===== src/gcb_pkg.sv =====
// Shared types and constants for the grid cell binning block.
// No dependencies; used by the interfaces, the top level and the checker.
package gcb_pkg;

   localparam int unsigned COORD_W    = 16;
   localparam int unsigned ID_W       = 16;
   localparam int unsigned CSR_AW     = 3;
   localparam int unsigned CSR_DW     = 16;
   localparam int unsigned CNT_W      = 9;
   localparam int unsigned IDX_OUT_W  = 8;
   localparam int unsigned SLOT_OUT_W = 4;
   localparam int unsigned RES_CNT_W  = 6;
   localparam int unsigned QUO_W      = 18;
   localparam int unsigned IDX_W      = 24;

   typedef enum logic [CSR_AW-1:0] {
      CSR_ORIGIN_X = 3'd0,
      CSR_ORIGIN_Y = 3'd1,
      CSR_ORIGIN_Z = 3'd2,
      CSR_CELL_W   = 3'd3,
      CSR_CELL_H   = 3'd4,
      CSR_CELL_D   = 3'd5,
      CSR_CELLS_X  = 3'd6,
      CSR_CELLS_Y  = 3'd7
   } csr_index_type;

   typedef enum logic {
      FUNC_INSERT = 1'b0,
      FUNC_CLEAR  = 1'b1
   } func_type;

   typedef struct packed {
      logic [IDX_OUT_W-1:0]  cell_index;
      logic [SLOT_OUT_W-1:0] slot;
      logic                  dropped;
      logic                  truncated;
      logic                  none_hit;
      logic                  last;
   } result_type;

endpackage


===== src/gcb_if.sv =====
// Valid/ready channel interfaces for the request and response sides.
// Depends on gcb_pkg for field widths.
interface gcb_req_if;
   logic                                valid;
   logic                                ready;
   logic                                func;
   logic [gcb_pkg::ID_W-1:0]            collider_id;
   logic signed [gcb_pkg::COORD_W-1:0]  box_min_x;
   logic signed [gcb_pkg::COORD_W-1:0]  box_min_y;
   logic signed [gcb_pkg::COORD_W-1:0]  box_min_z;
   logic signed [gcb_pkg::COORD_W-1:0]  box_max_x;
   logic signed [gcb_pkg::COORD_W-1:0]  box_max_y;
   logic signed [gcb_pkg::COORD_W-1:0]  box_max_z;

   modport source (output valid, func, collider_id, box_min_x, box_min_y, box_min_z,
                   box_max_x, box_max_y, box_max_z, input ready);
   modport sink (input valid, func, collider_id, box_min_x, box_min_y, box_min_z,
                 box_max_x, box_max_y, box_max_z, output ready);
endinterface

interface gcb_rsp_if;
   logic                              valid;
   logic                              ready;
   logic [gcb_pkg::IDX_OUT_W-1:0]     cell_index;
   logic [gcb_pkg::SLOT_OUT_W-1:0]    slot;
   logic                              dropped;
   logic                              truncated;
   logic                              none_hit;
   logic                              last;

   modport source (output valid, cell_index, slot, dropped, truncated, none_hit, last,
                   input ready);
   modport sink (input valid, cell_index, slot, dropped, truncated, none_hit, last,
                 output ready);
endinterface


===== src/gcb_ram.sv =====
// Generic single-write, single-read RAM with a registered read port.
// No dependencies.
module gcb_ram #(
   parameter int WIDTH = 8,
   parameter int DEPTH = 256
) (
   input  logic                                       clock,
   input  logic                                       we,
   input  logic [(DEPTH > 1 ? $clog2(DEPTH) : 1)-1:0] waddr,
   input  logic [WIDTH-1:0]                           wdata,
   input  logic                                       re,
   input  logic [(DEPTH > 1 ? $clog2(DEPTH) : 1)-1:0] raddr,
   output logic [WIDTH-1:0]                           rdata
);

   logic [WIDTH-1:0] mem [DEPTH];

   always_ff @(posedge clock) begin
      if (we) begin
         mem[waddr] <= wdata;
      end
      if (re) begin
         rdata <= mem[raddr];
      end
   end

endmodule


===== src/grid_cell_binning.sv =====
// Insert: the shared bit-serial divider runs four divisions (six when DEPTH_CELLS > 1),
// then the clamp, multiply, z-offset and base steps; each covered cell then takes a read
// and a write step, the write waiting while the response output is stalled. Clear: the
// fill store is swept, then one acknowledge beat. Reset is synchronous; after it the fill
// store is swept while no request is taken. Configuration writes are taken at any time.
module grid_cell_binning #(
   parameter int MAX_CELLS      = 256,
   parameter int SLOTS_PER_CELL = 16,
   parameter int DEPTH_CELLS    = 1
) (
   input  logic                          clock,
   input  logic                          reset,
   gcb_req_if.sink                       req_bus,
   gcb_rsp_if.source                     rsp_bus,
   input  logic                          csr_we,
   input  logic [gcb_pkg::CSR_AW-1:0]    csr_addr,
   input  logic [gcb_pkg::CSR_DW-1:0]    csr_wdata
);

   localparam int FILL_W   = $clog2(SLOTS_PER_CELL + 1);
   localparam int CELL_AW  = MAX_CELLS > 1 ? $clog2(MAX_CELLS) : 1;
   localparam int MEM_D    = MAX_CELLS * SLOTS_PER_CELL;
   localparam int MEM_AW   = MEM_D > 1 ? $clog2(MEM_D) : 1;
   localparam int Z_W      = DEPTH_CELLS > 1 ? $clog2(DEPTH_CELLS) : 1;
   localparam int NDIV     = DEPTH_CELLS > 1 ? 6 : 4;
   localparam int IW       = gcb_pkg::IDX_W;
   localparam int QW       = gcb_pkg::QUO_W;
   localparam int CW       = gcb_pkg::CNT_W;

   typedef enum logic [3:0] {
      S_CLEAR, S_IDLE, S_DIV, S_CLAMP, S_MUL, S_ZOFF, S_BASE, S_RD, S_WR, S_NONE
   } state_type;

   state_type state_ff;
   logic      id_ack_pending_ff;

   logic [CELL_AW-1:0] clr_cnt_ff;
   logic signed [15:0] origin_x_ff, origin_y_ff, origin_z_ff;
   logic [15:0]        cell_w_ff, cell_h_ff, cell_d_ff;
   logic [CW-1:0]      cells_x_ff, cells_y_ff;

   logic [gcb_pkg::ID_W-1:0] id_ff;
   logic signed [15:0]       corner_ff [6];
   logic [2:0]               div_sel_ff;
   logic [4:0]               div_cnt_ff;
   logic [15:0]              rem_ff, quo_ff, dvs_ff;
   logic                     neg_ff;
   logic signed [QW-1:0]     q_ff [6];

   logic [CW-1:0]  x0_ff, x1_ff, y0_ff, y1_ff, x_ff, y_ff;
   logic [Z_W-1:0] z0_ff, z1_ff, z_ff;
   logic [17:0]    nxny_ff, yoff_ff;
   logic [IW-1:0]  zoff_ff, idx_ff, row_ff, plane_ff;
   logic [gcb_pkg::RES_CNT_W-1:0] k_ff;

   logic                 rsp_valid_ff;
   gcb_pkg::result_type  rsp_data_ff;

   // Divider operand selection and one restoring step.
   logic signed [15:0] sel_corner, sel_origin;
   logic [15:0]        sel_size;
   logic signed [16:0] diff;
   logic [16:0]        shifted;
   logic               ge;
   logic [15:0]        rem_in, quo_in;
   logic signed [QW-1:0] quot_signed;

   always_comb begin
      sel_corner = corner_ff[div_sel_ff];
      case (div_sel_ff[2:1])
         2'd0:    begin sel_origin = origin_x_ff; sel_size = cell_w_ff; end
         2'd1:    begin sel_origin = origin_y_ff; sel_size = cell_h_ff; end
         default: begin sel_origin = origin_z_ff; sel_size = cell_d_ff; end
      endcase
      diff    = {sel_corner[15], sel_corner} - {sel_origin[15], sel_origin};
      shifted = {rem_ff, quo_ff[15]};
      ge      = shifted >= {1'b0, dvs_ff};
      rem_in  = ge ? 16'(shifted - {1'b0, dvs_ff}) : shifted[15:0];
      quo_in  = {quo_ff[14:0], ge};
      quot_signed = neg_ff ? -$signed({2'b00, quo_ff}) : $signed({2'b00, quo_ff});
   end

   // Clamping of the quotients to the grid.
   logic signed [QW-1:0] x0c, x1c, y0c, y1c, z0c, z1c, zq0, zq1, nxm1, nym1;
   logic                 empty;

   always_comb begin
      zq0  = DEPTH_CELLS > 1 ? q_ff[4] : '0;
      zq1  = DEPTH_CELLS > 1 ? q_ff[5] : '0;
      nxm1 = $signed({{(QW-CW){1'b0}}, cells_x_ff}) - QW'(1);
      nym1 = $signed({{(QW-CW){1'b0}}, cells_y_ff}) - QW'(1);
      x0c  = q_ff[0] < 0 ? '0 : q_ff[0];
      y0c  = q_ff[2] < 0 ? '0 : q_ff[2];
      z0c  = zq0 < 0 ? '0 : zq0;
      x1c  = q_ff[1] > nxm1 ? nxm1 : q_ff[1];
      y1c  = q_ff[3] > nym1 ? nym1 : q_ff[3];
      z1c  = zq1 > QW'(DEPTH_CELLS - 1) ? QW'(DEPTH_CELLS - 1) : zq1;
      empty = (x0c > x1c) || (y0c > y1c) || (z0c > z1c);
   end

   // Next covered cell in z, y, x order; the index rises strictly along the walk.
   logic          has_next, more;
   logic [IW-1:0] nidx, start_idx;

   always_comb begin
      has_next = 1'b1;
      if (x_ff < x1_ff) begin
         nidx = idx_ff + IW'(1);
      end else if (y_ff < y1_ff) begin
         nidx = row_ff + IW'(cells_x_ff);
      end else if (z_ff < z1_ff) begin
         nidx = plane_ff + IW'(nxny_ff);
      end else begin
         nidx     = idx_ff;
         has_next = 1'b0;
      end
      more      = has_next && (nidx < IW'(MAX_CELLS));
      start_idx = zoff_ff + IW'(yoff_ff) + IW'(x0_ff);
   end

   // Fill counts and member lists.
   logic               fill_we, fill_re;
   logic [CELL_AW-1:0] fill_waddr;
   logic [FILL_W-1:0]  fill_wdata, fill_rdata;
   logic               full, out_free, mem_we;
   logic [MEM_AW-1:0]  mem_waddr;

   assign out_free = !rsp_valid_ff || rsp_bus.ready;
   assign full     = fill_rdata >= FILL_W'(SLOTS_PER_CELL);
   assign fill_re  = (state_ff == S_RD);
   assign mem_we   = (state_ff == S_WR) && out_free && !full;
   assign mem_waddr = MEM_AW'(idx_ff[CELL_AW-1:0]) * MEM_AW'(SLOTS_PER_CELL)
                    + MEM_AW'(fill_rdata);

   always_comb begin
      if (state_ff == S_CLEAR) begin
         fill_we    = 1'b1;
         fill_waddr = clr_cnt_ff;
         fill_wdata = '0;
      end else begin
         fill_we    = mem_we;
         fill_waddr = idx_ff[CELL_AW-1:0];
         fill_wdata = fill_rdata + FILL_W'(1);
      end
   end

   gcb_ram #(.WIDTH(FILL_W), .DEPTH(MAX_CELLS)) u_fill (
      .clock (clock),
      .we    (fill_we),
      .waddr (fill_waddr),
      .wdata (fill_wdata),
      .re    (fill_re),
      .raddr (idx_ff[CELL_AW-1:0]),
      .rdata (fill_rdata)
   );

   gcb_ram #(.WIDTH(gcb_pkg::ID_W), .DEPTH(MEM_D)) u_members (
      .clock (clock),
      .we    (mem_we),
      .waddr (mem_waddr),
      .wdata (id_ff),
      .re    (1'b0),
      .raddr ('0),
      .rdata ()
   );

   assign req_bus.ready      = (state_ff == S_IDLE);
   assign rsp_bus.valid      = rsp_valid_ff;
   assign rsp_bus.cell_index = rsp_data_ff.cell_index;
   assign rsp_bus.slot       = rsp_data_ff.slot;
   assign rsp_bus.dropped    = rsp_data_ff.dropped;
   assign rsp_bus.truncated  = rsp_data_ff.truncated;
   assign rsp_bus.none_hit   = rsp_data_ff.none_hit;
   assign rsp_bus.last       = rsp_data_ff.last;

   logic last_cell;
   assign last_cell = !more || (k_ff == '1);

   always_ff @(posedge clock) begin
      if (csr_we) begin
         case (gcb_pkg::csr_index_type'(csr_addr))
            gcb_pkg::CSR_ORIGIN_X: origin_x_ff <= csr_wdata;
            gcb_pkg::CSR_ORIGIN_Y: origin_y_ff <= csr_wdata;
            gcb_pkg::CSR_ORIGIN_Z: origin_z_ff <= csr_wdata;
            gcb_pkg::CSR_CELL_W:   cell_w_ff   <= csr_wdata;
            gcb_pkg::CSR_CELL_H:   cell_h_ff   <= csr_wdata;
            gcb_pkg::CSR_CELL_D:   cell_d_ff   <= csr_wdata;
            gcb_pkg::CSR_CELLS_X:  cells_x_ff  <= csr_wdata[CW-1:0];
            gcb_pkg::CSR_CELLS_Y:  cells_y_ff  <= csr_wdata[CW-1:0];
            default: ;
         endcase
      end

      if (rsp_bus.ready) begin
         rsp_valid_ff <= 1'b0;
      end

      case (state_ff)
         S_CLEAR: begin
            clr_cnt_ff <= clr_cnt_ff + CELL_AW'(1);
            if (clr_cnt_ff == CELL_AW'(MAX_CELLS - 1)) begin
               state_ff <= S_NONE;
            end
         end
         S_IDLE: begin
            if (req_bus.valid) begin
               id_ff        <= req_bus.collider_id;
               corner_ff[0] <= req_bus.box_min_x;
               corner_ff[1] <= req_bus.box_max_x;
               corner_ff[2] <= req_bus.box_min_y;
               corner_ff[3] <= req_bus.box_max_y;
               corner_ff[4] <= req_bus.box_min_z;
               corner_ff[5] <= req_bus.box_max_z;
               div_sel_ff   <= '0;
               div_cnt_ff   <= '0;
               clr_cnt_ff   <= '0;
               state_ff     <= (req_bus.func == gcb_pkg::FUNC_CLEAR) ? S_CLEAR : S_DIV;
            end
         end
         S_DIV: begin
            div_cnt_ff <= div_cnt_ff + 5'd1;
            if (div_cnt_ff == 5'd0) begin
               neg_ff <= diff[16];
               quo_ff <= diff[16] ? 16'(-diff) : diff[15:0];
               rem_ff <= '0;
               dvs_ff <= (sel_size == '0) ? 16'd1 : sel_size;
            end else if (div_cnt_ff <= 5'd16) begin
               rem_ff <= rem_in;
               quo_ff <= quo_in;
            end else begin
               q_ff[div_sel_ff] <= quot_signed;
               div_cnt_ff       <= '0;
               div_sel_ff       <= div_sel_ff + 3'd1;
               if (div_sel_ff == 3'(NDIV - 1)) begin
                  state_ff <= S_CLAMP;
               end
            end
         end
         S_CLAMP: begin
            // Bounds are kept narrow; they are only used when the range is not empty.
            x0_ff <= x0c[CW-1:0];
            x1_ff <= x1c[CW-1:0];
            y0_ff <= y0c[CW-1:0];
            y1_ff <= y1c[CW-1:0];
            z0_ff <= z0c[Z_W-1:0];
            z1_ff <= z1c[Z_W-1:0];
            state_ff <= empty ? S_NONE : S_MUL;
         end
         S_MUL: begin
            nxny_ff  <= cells_x_ff * cells_y_ff;
            yoff_ff  <= y0_ff * cells_x_ff;
            state_ff <= S_ZOFF;
         end
         S_ZOFF: begin
            zoff_ff  <= IW'(z0_ff) * IW'(nxny_ff);
            state_ff <= S_BASE;
         end
         S_BASE: begin
            idx_ff   <= start_idx;
            row_ff   <= start_idx;
            plane_ff <= start_idx;
            x_ff     <= x0_ff;
            y_ff     <= y0_ff;
            z_ff     <= z0_ff;
            k_ff     <= '0;
            state_ff <= (start_idx >= IW'(MAX_CELLS)) ? S_NONE : S_RD;
         end
         S_RD: begin
            state_ff <= S_WR;
         end
         S_WR: begin
            if (out_free) begin
               rsp_valid_ff           <= 1'b1;
               rsp_data_ff.cell_index <= idx_ff[gcb_pkg::IDX_OUT_W-1:0];
               rsp_data_ff.slot       <= full ? '0 : fill_rdata[gcb_pkg::SLOT_OUT_W-1:0];
               rsp_data_ff.dropped    <= full;
               rsp_data_ff.truncated  <= more && (k_ff == '1);
               rsp_data_ff.none_hit   <= 1'b0;
               rsp_data_ff.last       <= last_cell;
               k_ff                   <= k_ff + 1'b1;
               idx_ff                 <= nidx;
               if (x_ff < x1_ff) begin
                  x_ff <= x_ff + 1'b1;
               end else if (y_ff < y1_ff) begin
                  x_ff   <= x0_ff;
                  y_ff   <= y_ff + 1'b1;
                  row_ff <= nidx;
               end else begin
                  x_ff     <= x0_ff;
                  y_ff     <= y0_ff;
                  z_ff     <= z_ff + 1'b1;
                  row_ff   <= nidx;
                  plane_ff <= nidx;
               end
               state_ff <= last_cell ? S_IDLE : S_RD;
            end
         end
         S_NONE: begin
            // Empty box, or acknowledge of a clear; the sweep after reset sends none.
            if (out_free) begin
               rsp_valid_ff <= id_ack_pending_ff;
               rsp_data_ff  <= '{cell_index: '0, slot: '0, dropped: 1'b0,
                                 truncated: 1'b0, none_hit: 1'b1, last: 1'b1};
               state_ff     <= S_IDLE;
            end
         end
         default: state_ff <= S_IDLE;
      endcase

      if (state_ff == S_IDLE && req_bus.valid) begin
         id_ack_pending_ff <= 1'b1;
      end

      if (reset) begin
         state_ff          <= S_CLEAR;
         clr_cnt_ff        <= '0;
         rsp_valid_ff      <= 1'b0;
         id_ack_pending_ff <= 1'b0;
         origin_x_ff       <= '0;
         origin_y_ff       <= '0;
         origin_z_ff       <= '0;
         cell_w_ff         <= 16'd500;
         cell_h_ff         <= 16'd500;
         cell_d_ff         <= 16'd1;
         cells_x_ff        <= CW'(10);
         cells_y_ff        <= CW'(10);
      end
   end

endmodule


===== src/flat_wrapper.sv =====
// flat-port wrapper written by rule: the top's interface ports become plain ports
module grid_cell_binning_flat 
#(
   parameter int MAX_CELLS      = 256,
   parameter int SLOTS_PER_CELL = 16,
   parameter int DEPTH_CELLS    = 1
)
  (clock, reset, csr_we, csr_addr, csr_wdata, req_bus_valid, req_bus_func, req_bus_collider_id, req_bus_box_min_x, req_bus_box_min_y, req_bus_box_min_z, req_bus_box_max_x, req_bus_box_max_y, req_bus_box_max_z, req_bus_ready, rsp_bus_valid, rsp_bus_cell_index, rsp_bus_slot, rsp_bus_dropped, rsp_bus_truncated, rsp_bus_none_hit, rsp_bus_last, rsp_bus_ready);
  gcb_req_if req_bus_i ();
  gcb_rsp_if rsp_bus_i ();
  input  logic clock;
  input  logic reset;
  input  logic csr_we;
  input  logic [gcb_pkg::CSR_AW-1:0] csr_addr;
  input  logic [gcb_pkg::CSR_DW-1:0] csr_wdata;
  input wire logic [$bits(req_bus_i.valid)-1:0] req_bus_valid;
  input wire logic [$bits(req_bus_i.func)-1:0] req_bus_func;
  input wire logic [$bits(req_bus_i.collider_id)-1:0] req_bus_collider_id;
  input wire logic [$bits(req_bus_i.box_min_x)-1:0] req_bus_box_min_x;
  input wire logic [$bits(req_bus_i.box_min_y)-1:0] req_bus_box_min_y;
  input wire logic [$bits(req_bus_i.box_min_z)-1:0] req_bus_box_min_z;
  input wire logic [$bits(req_bus_i.box_max_x)-1:0] req_bus_box_max_x;
  input wire logic [$bits(req_bus_i.box_max_y)-1:0] req_bus_box_max_y;
  input wire logic [$bits(req_bus_i.box_max_z)-1:0] req_bus_box_max_z;
  output wire logic [$bits(req_bus_i.ready)-1:0] req_bus_ready;
  output wire logic [$bits(rsp_bus_i.valid)-1:0] rsp_bus_valid;
  output wire logic [$bits(rsp_bus_i.cell_index)-1:0] rsp_bus_cell_index;
  output wire logic [$bits(rsp_bus_i.slot)-1:0] rsp_bus_slot;
  output wire logic [$bits(rsp_bus_i.dropped)-1:0] rsp_bus_dropped;
  output wire logic [$bits(rsp_bus_i.truncated)-1:0] rsp_bus_truncated;
  output wire logic [$bits(rsp_bus_i.none_hit)-1:0] rsp_bus_none_hit;
  output wire logic [$bits(rsp_bus_i.last)-1:0] rsp_bus_last;
  input wire logic [$bits(rsp_bus_i.ready)-1:0] rsp_bus_ready;
  assign req_bus_i.valid = req_bus_valid;
  assign req_bus_i.func = req_bus_func;
  assign req_bus_i.collider_id = req_bus_collider_id;
  assign req_bus_i.box_min_x = req_bus_box_min_x;
  assign req_bus_i.box_min_y = req_bus_box_min_y;
  assign req_bus_i.box_min_z = req_bus_box_min_z;
  assign req_bus_i.box_max_x = req_bus_box_max_x;
  assign req_bus_i.box_max_y = req_bus_box_max_y;
  assign req_bus_i.box_max_z = req_bus_box_max_z;
  assign req_bus_ready = req_bus_i.ready;
  assign rsp_bus_valid = rsp_bus_i.valid;
  assign rsp_bus_cell_index = rsp_bus_i.cell_index;
  assign rsp_bus_slot = rsp_bus_i.slot;
  assign rsp_bus_dropped = rsp_bus_i.dropped;
  assign rsp_bus_truncated = rsp_bus_i.truncated;
  assign rsp_bus_none_hit = rsp_bus_i.none_hit;
  assign rsp_bus_last = rsp_bus_i.last;
  assign rsp_bus_i.ready = rsp_bus_ready;
  grid_cell_binning #(.MAX_CELLS(MAX_CELLS), .SLOTS_PER_CELL(SLOTS_PER_CELL), .DEPTH_CELLS(DEPTH_CELLS)) u_core (.clock(clock), .reset(reset), .req_bus(req_bus_i), .rsp_bus(rsp_bus_i), .csr_we(csr_we), .csr_addr(csr_addr), .csr_wdata(csr_wdata));
endmodule

===== config.mk =====
export PLATFORM = sky130hd
export DESIGN_NAME = grid_cell_binning_flat
export DESIGN_NICKNAME = d
export VERILOG_FILES = /design/src/gcb_pkg.sv /design/src/gcb_if.sv /design/src/gcb_ram.sv /design/src/grid_cell_binning.sv /design/src/flat_wrapper.sv
export SDC_FILE = /design/constraint.sdc
export NUM_CORES = 2
export LEC_CHECK = 0
export CAP_MARGIN = 10
export CORE_ASPECT_RATIO = 0.75
export CORE_MARGIN = 2
export CORE_UTILIZATION = 39
export CTS_CLUSTER_DIAMETER = 50
export CTS_CLUSTER_SIZE = 10
export DETAILED_ROUTE_END_ITERATION = 6
export DONT_BUFFER_PORTS = 1
export GPL_ROUTABILITY_DRIVEN = 0
export PLACE_DENSITY_LB_ADDON = 0.25
export SYNTH_ARGS = -nofsm -noshare
export SYNTH_HDL_FRONTEND = slang
export SYNTH_SLANG_ARGS = --single-unit

===== constraint.sdc =====
create_clock -name clock -period 23.5 [get_ports clock]
set_input_delay 4.7 -clock clock [delete_from_list [all_inputs] [get_ports clock]]
set_output_delay 4.7 -clock clock [all_outputs]
set_load 0.01 [all_outputs]

==> impl_metrics.ini <==
[sta]
setup_viol = 0
max_freq_ghz = 0.141
totalNegativeSetupSlack_ps = 0
slew_headroom_pct = 20.5
post-route-period-util_pct = 30.2
hold_viol = 0
fin_crit_ps = 7110
fin_hold_ws_ps = 449
worstMarginPinSlew_ps = 1190
fin_skew_ps = 90.0
drv_slew = 0
rsz0062_at_grt = false

[route]
route.detailed.drc = 0
vias = 44900
antenna_left = 0
wl_met3_um = 14200
wl_met2_um = 88300
dr.max_layer_used = met4
wl_met1_um = 90300
drtIter0Drc = 4771
firstDrtPassIters = 5
routed_wirelength_um = 196000
wire_per_inst_um = 24.2
vias_per_cell = 5.55

[setup_path]
crit_arrival_ps = 7830
worstPathCellList = or4_4 > nor3_2 > nor3b_1 > buf_4 > inv_1 > ha_1 > nand4_1 > or2_2 > a2111oi_0 > nor4_1 > xnor2_1 > nor2_4 > mux2i_1 > ha_1 > a21o_1 > a21oi_1 > nor2b_1 > o311ai_0 > a31o_2 > a21oi_1 > a21oi_1 > and3_1 > a31oi_1 > a311oi_1
cp-start-kind = flip-flop
critPathMaxStageDelay_ps = 610
crit_buf_inv = 2
critPathTopFamily = simple AND/OR/NAND/NOR gates
cp.required_ps = 24220
crit_top_cell = a21oi_1
crit_fanout = 24
crit_path_end_kind = flip-flop
cp_slowest_cell = or4_4
crit_type = reg -> reg
r2r_slack_ps = 16390

[placement]
io_buffers = 0
dp_hpwl_um = 122000

[final_layout]
fill_cells = 17900
nets = 5721
syn2layout_area_growth_pct = 11.0
mostFrequentLayoutCells = edfxtp_1, nand2_1, nor2_1, mux4_2, a21oi_1
layout-drive-gt1-share_pct = 13.4
layout_commonest_cell = edfxtp_1

[cts]
cts.path.max_buffers = 4
clock_sinks = 1783
insertion_delay_ps = 870
cts-root-buf = clkbuf_16
cts_inserted_buffers = 209
post_cts_resized = 0
path_clk_slew_ps = 60
postCtsSetupBuffers = 0
postCtsHoldBufs = 0
cts_tree = done
htreeDepth = 4

[floorplan]
std_cell_rows = 143
die_area_sq_um = 207000
die-width_um = 524
die_height_um = 394
core_sq_um = 202000
pin_count = 155
start_util_pct = 39.2

[power]
power_leakage_nw = 29.4
switching_power_mw = 2.41
p_seq_share_pct = 46.1
pwr-share-clk_pct = 33.9
power_density_nw_per_um2 = 95.6
power_mw = 8.40
ir_worst_vdd_uv = 78.1
internal-power_mw = 6.00
p_sw_share_pct = 28.7
p_comb_share_pct = 20.0

[logic_synthesis]
async_flop_share_pct = 0
ys_ff_latch = 1783
syn-num-nets = 5713
synth_cells = 5336
synth_area_leader_cell = edfxtp_1
synth.top_cells.by_area = edfxtp_1, mux4_2, dfxtp_1
synth-edff-count = 1652
ys_types = 73
syn_avg_cell_area_sq_um = 14.8
ys_seq_area_share_pct = 66.0
synth_warnings = 0
synth_ff_type = edfxtp_1
synth_top_cell_area_share_pct = 62.7
syn_area_sq_um = 79200

[run]
cap_viol_max_count = 0

[outcome]
status = finished, final reports clean

[global_routing]
grt_pass1_wl_um = 291000
track_usage_pct = 18.7
grt-ovfl-total = 0
antenna_found_initial = 7
grt_max_degree = 169
grt_pass1_vias = 43900

[hold_path]
hp-class = reg -> reg
[worst paths after layout]
path         depth (start not counted)                startpoint                       end
max reg2reg                         24      u_core.cells_y_ff[2]        u_core.state_ff[2]
min                                  2  u_core.id_ack_pending_ff  u_core.id_ack_pending_ff
min reg2reg                          2  u_core.id_ack_pending_ff  u_core.id_ack_pending_ff
max                                 24      u_core.cells_y_ff[2]        u_core.state_ff[2]
[layout make-up]
cell class | instances | area (sq um) | share of cell area [%]
Tap cell | 2682 | 3360 | 3.82
Timing Repair Buffer | 77 | 641 | 0.729
Antenna cell | 2 | 5.00 | 0.00569
Clock buffer | 263 | 5570 | 6.33
Inverter | 180 | 678 | 0.771
Sequential cell | 1783 | 52200 | 59.4
Clock inverter | 12 | 146 | 0.167
Multi-Input combinational cell | 3093 | 25300 | 28.8
[cell families after synthesis]
family | Yosys count | share of synthesized area (%)
DFF | 1783 | 66.0
AOI/OAI and AO/OA | 749 | 5.76
adders and majority gates | 241 | 4.32
xor gates and xnor gates | 134 | 1.52
and+or+nand+nor | 1397 | 7.94
buffers and inverters | 460 | 2.25
muxes | 572 | 12.2
[layer usage]
| layer | GRT usage [%] | up-vias |
|---|---|---|
| met5 | 0 | - |
| met4 | 3.62 | 0 |
| met3 | 3.68 | 242 |
| met2 | 28.0 | 1512 |
| met1 | 28.3 | 22900 |
| li1 | - | 20300 |
[Yosys cell counts (35+ instances only)]
cell type  count
dfxtp_1      131
nor2_1       458
fa_1          54
inv_1        180
nand3_1       51
a21oi_1      279
xor2_1        67
buf_1         40
o22ai_1       46
buf_2         35
edfxtp_1    1652
clkbuf_1     196
nor2b_1       66
mux4_2       312
xnor2_1       65
nand2_1      527
mux2i_1      211
mux2_2        49
o221ai_1      50
and2_1        49
ha_1         186
nand4_1       37
o21ai_0      183
[per-stage QoR]
step | cell area, sq um | setup slack, ps | utilization (%) | instances
global placement | 82200 | 15890 | 40.7 | 7815
CTS | 87900 | 16290 | 43.5 | 8090
finish | 87900 | 16390 | 43.5 | 8092
floorplan | 79200 | 15070 | - | 5336
global route | 87900 | 15850 | 43.5 | 8091
detailed placement | 82200 | 15900 | 40.7 | 7815
[flip-flops by register name, summed over array words and instances, names as in the netlist, 18 cells and up, named ones only]
| signal | flops |
|---|---|
| u_core.row_ff | 24 |
| u_core.idx_ff | 24 |
| u_core.yoff_ff | 18 |
| u_core.q_ff | 72 |
| u_core.u_fill.mem | 1280 |
| u_core.corner_ff | 96 |
[power groups by stage]
stage                     combinational [mW]  clock, mW  sequential, mW
final                                   1.68       2.85            3.88
after global routing                    1.81       3.03            3.88
after CTS                               1.70       2.90            3.88
after detailed placement                1.69          0            3.94
after global placement                  1.67          0            3.94
after floorplan                         1.05          0            3.99
[worst reg2reg max path, delay by kind of cell, from the launching register on]
family	cells	cell delay, ps
and+or+nand+nor	9	2790
AOI/OAI and AO/OA	9	2120
adders and majority gates	2	710
muxes	1	430
buffers and inverters	2	400
DFF	1	390
xor gates and xnor gates	1	180
No activity file was read; power rests on OpenSTA's default activity.
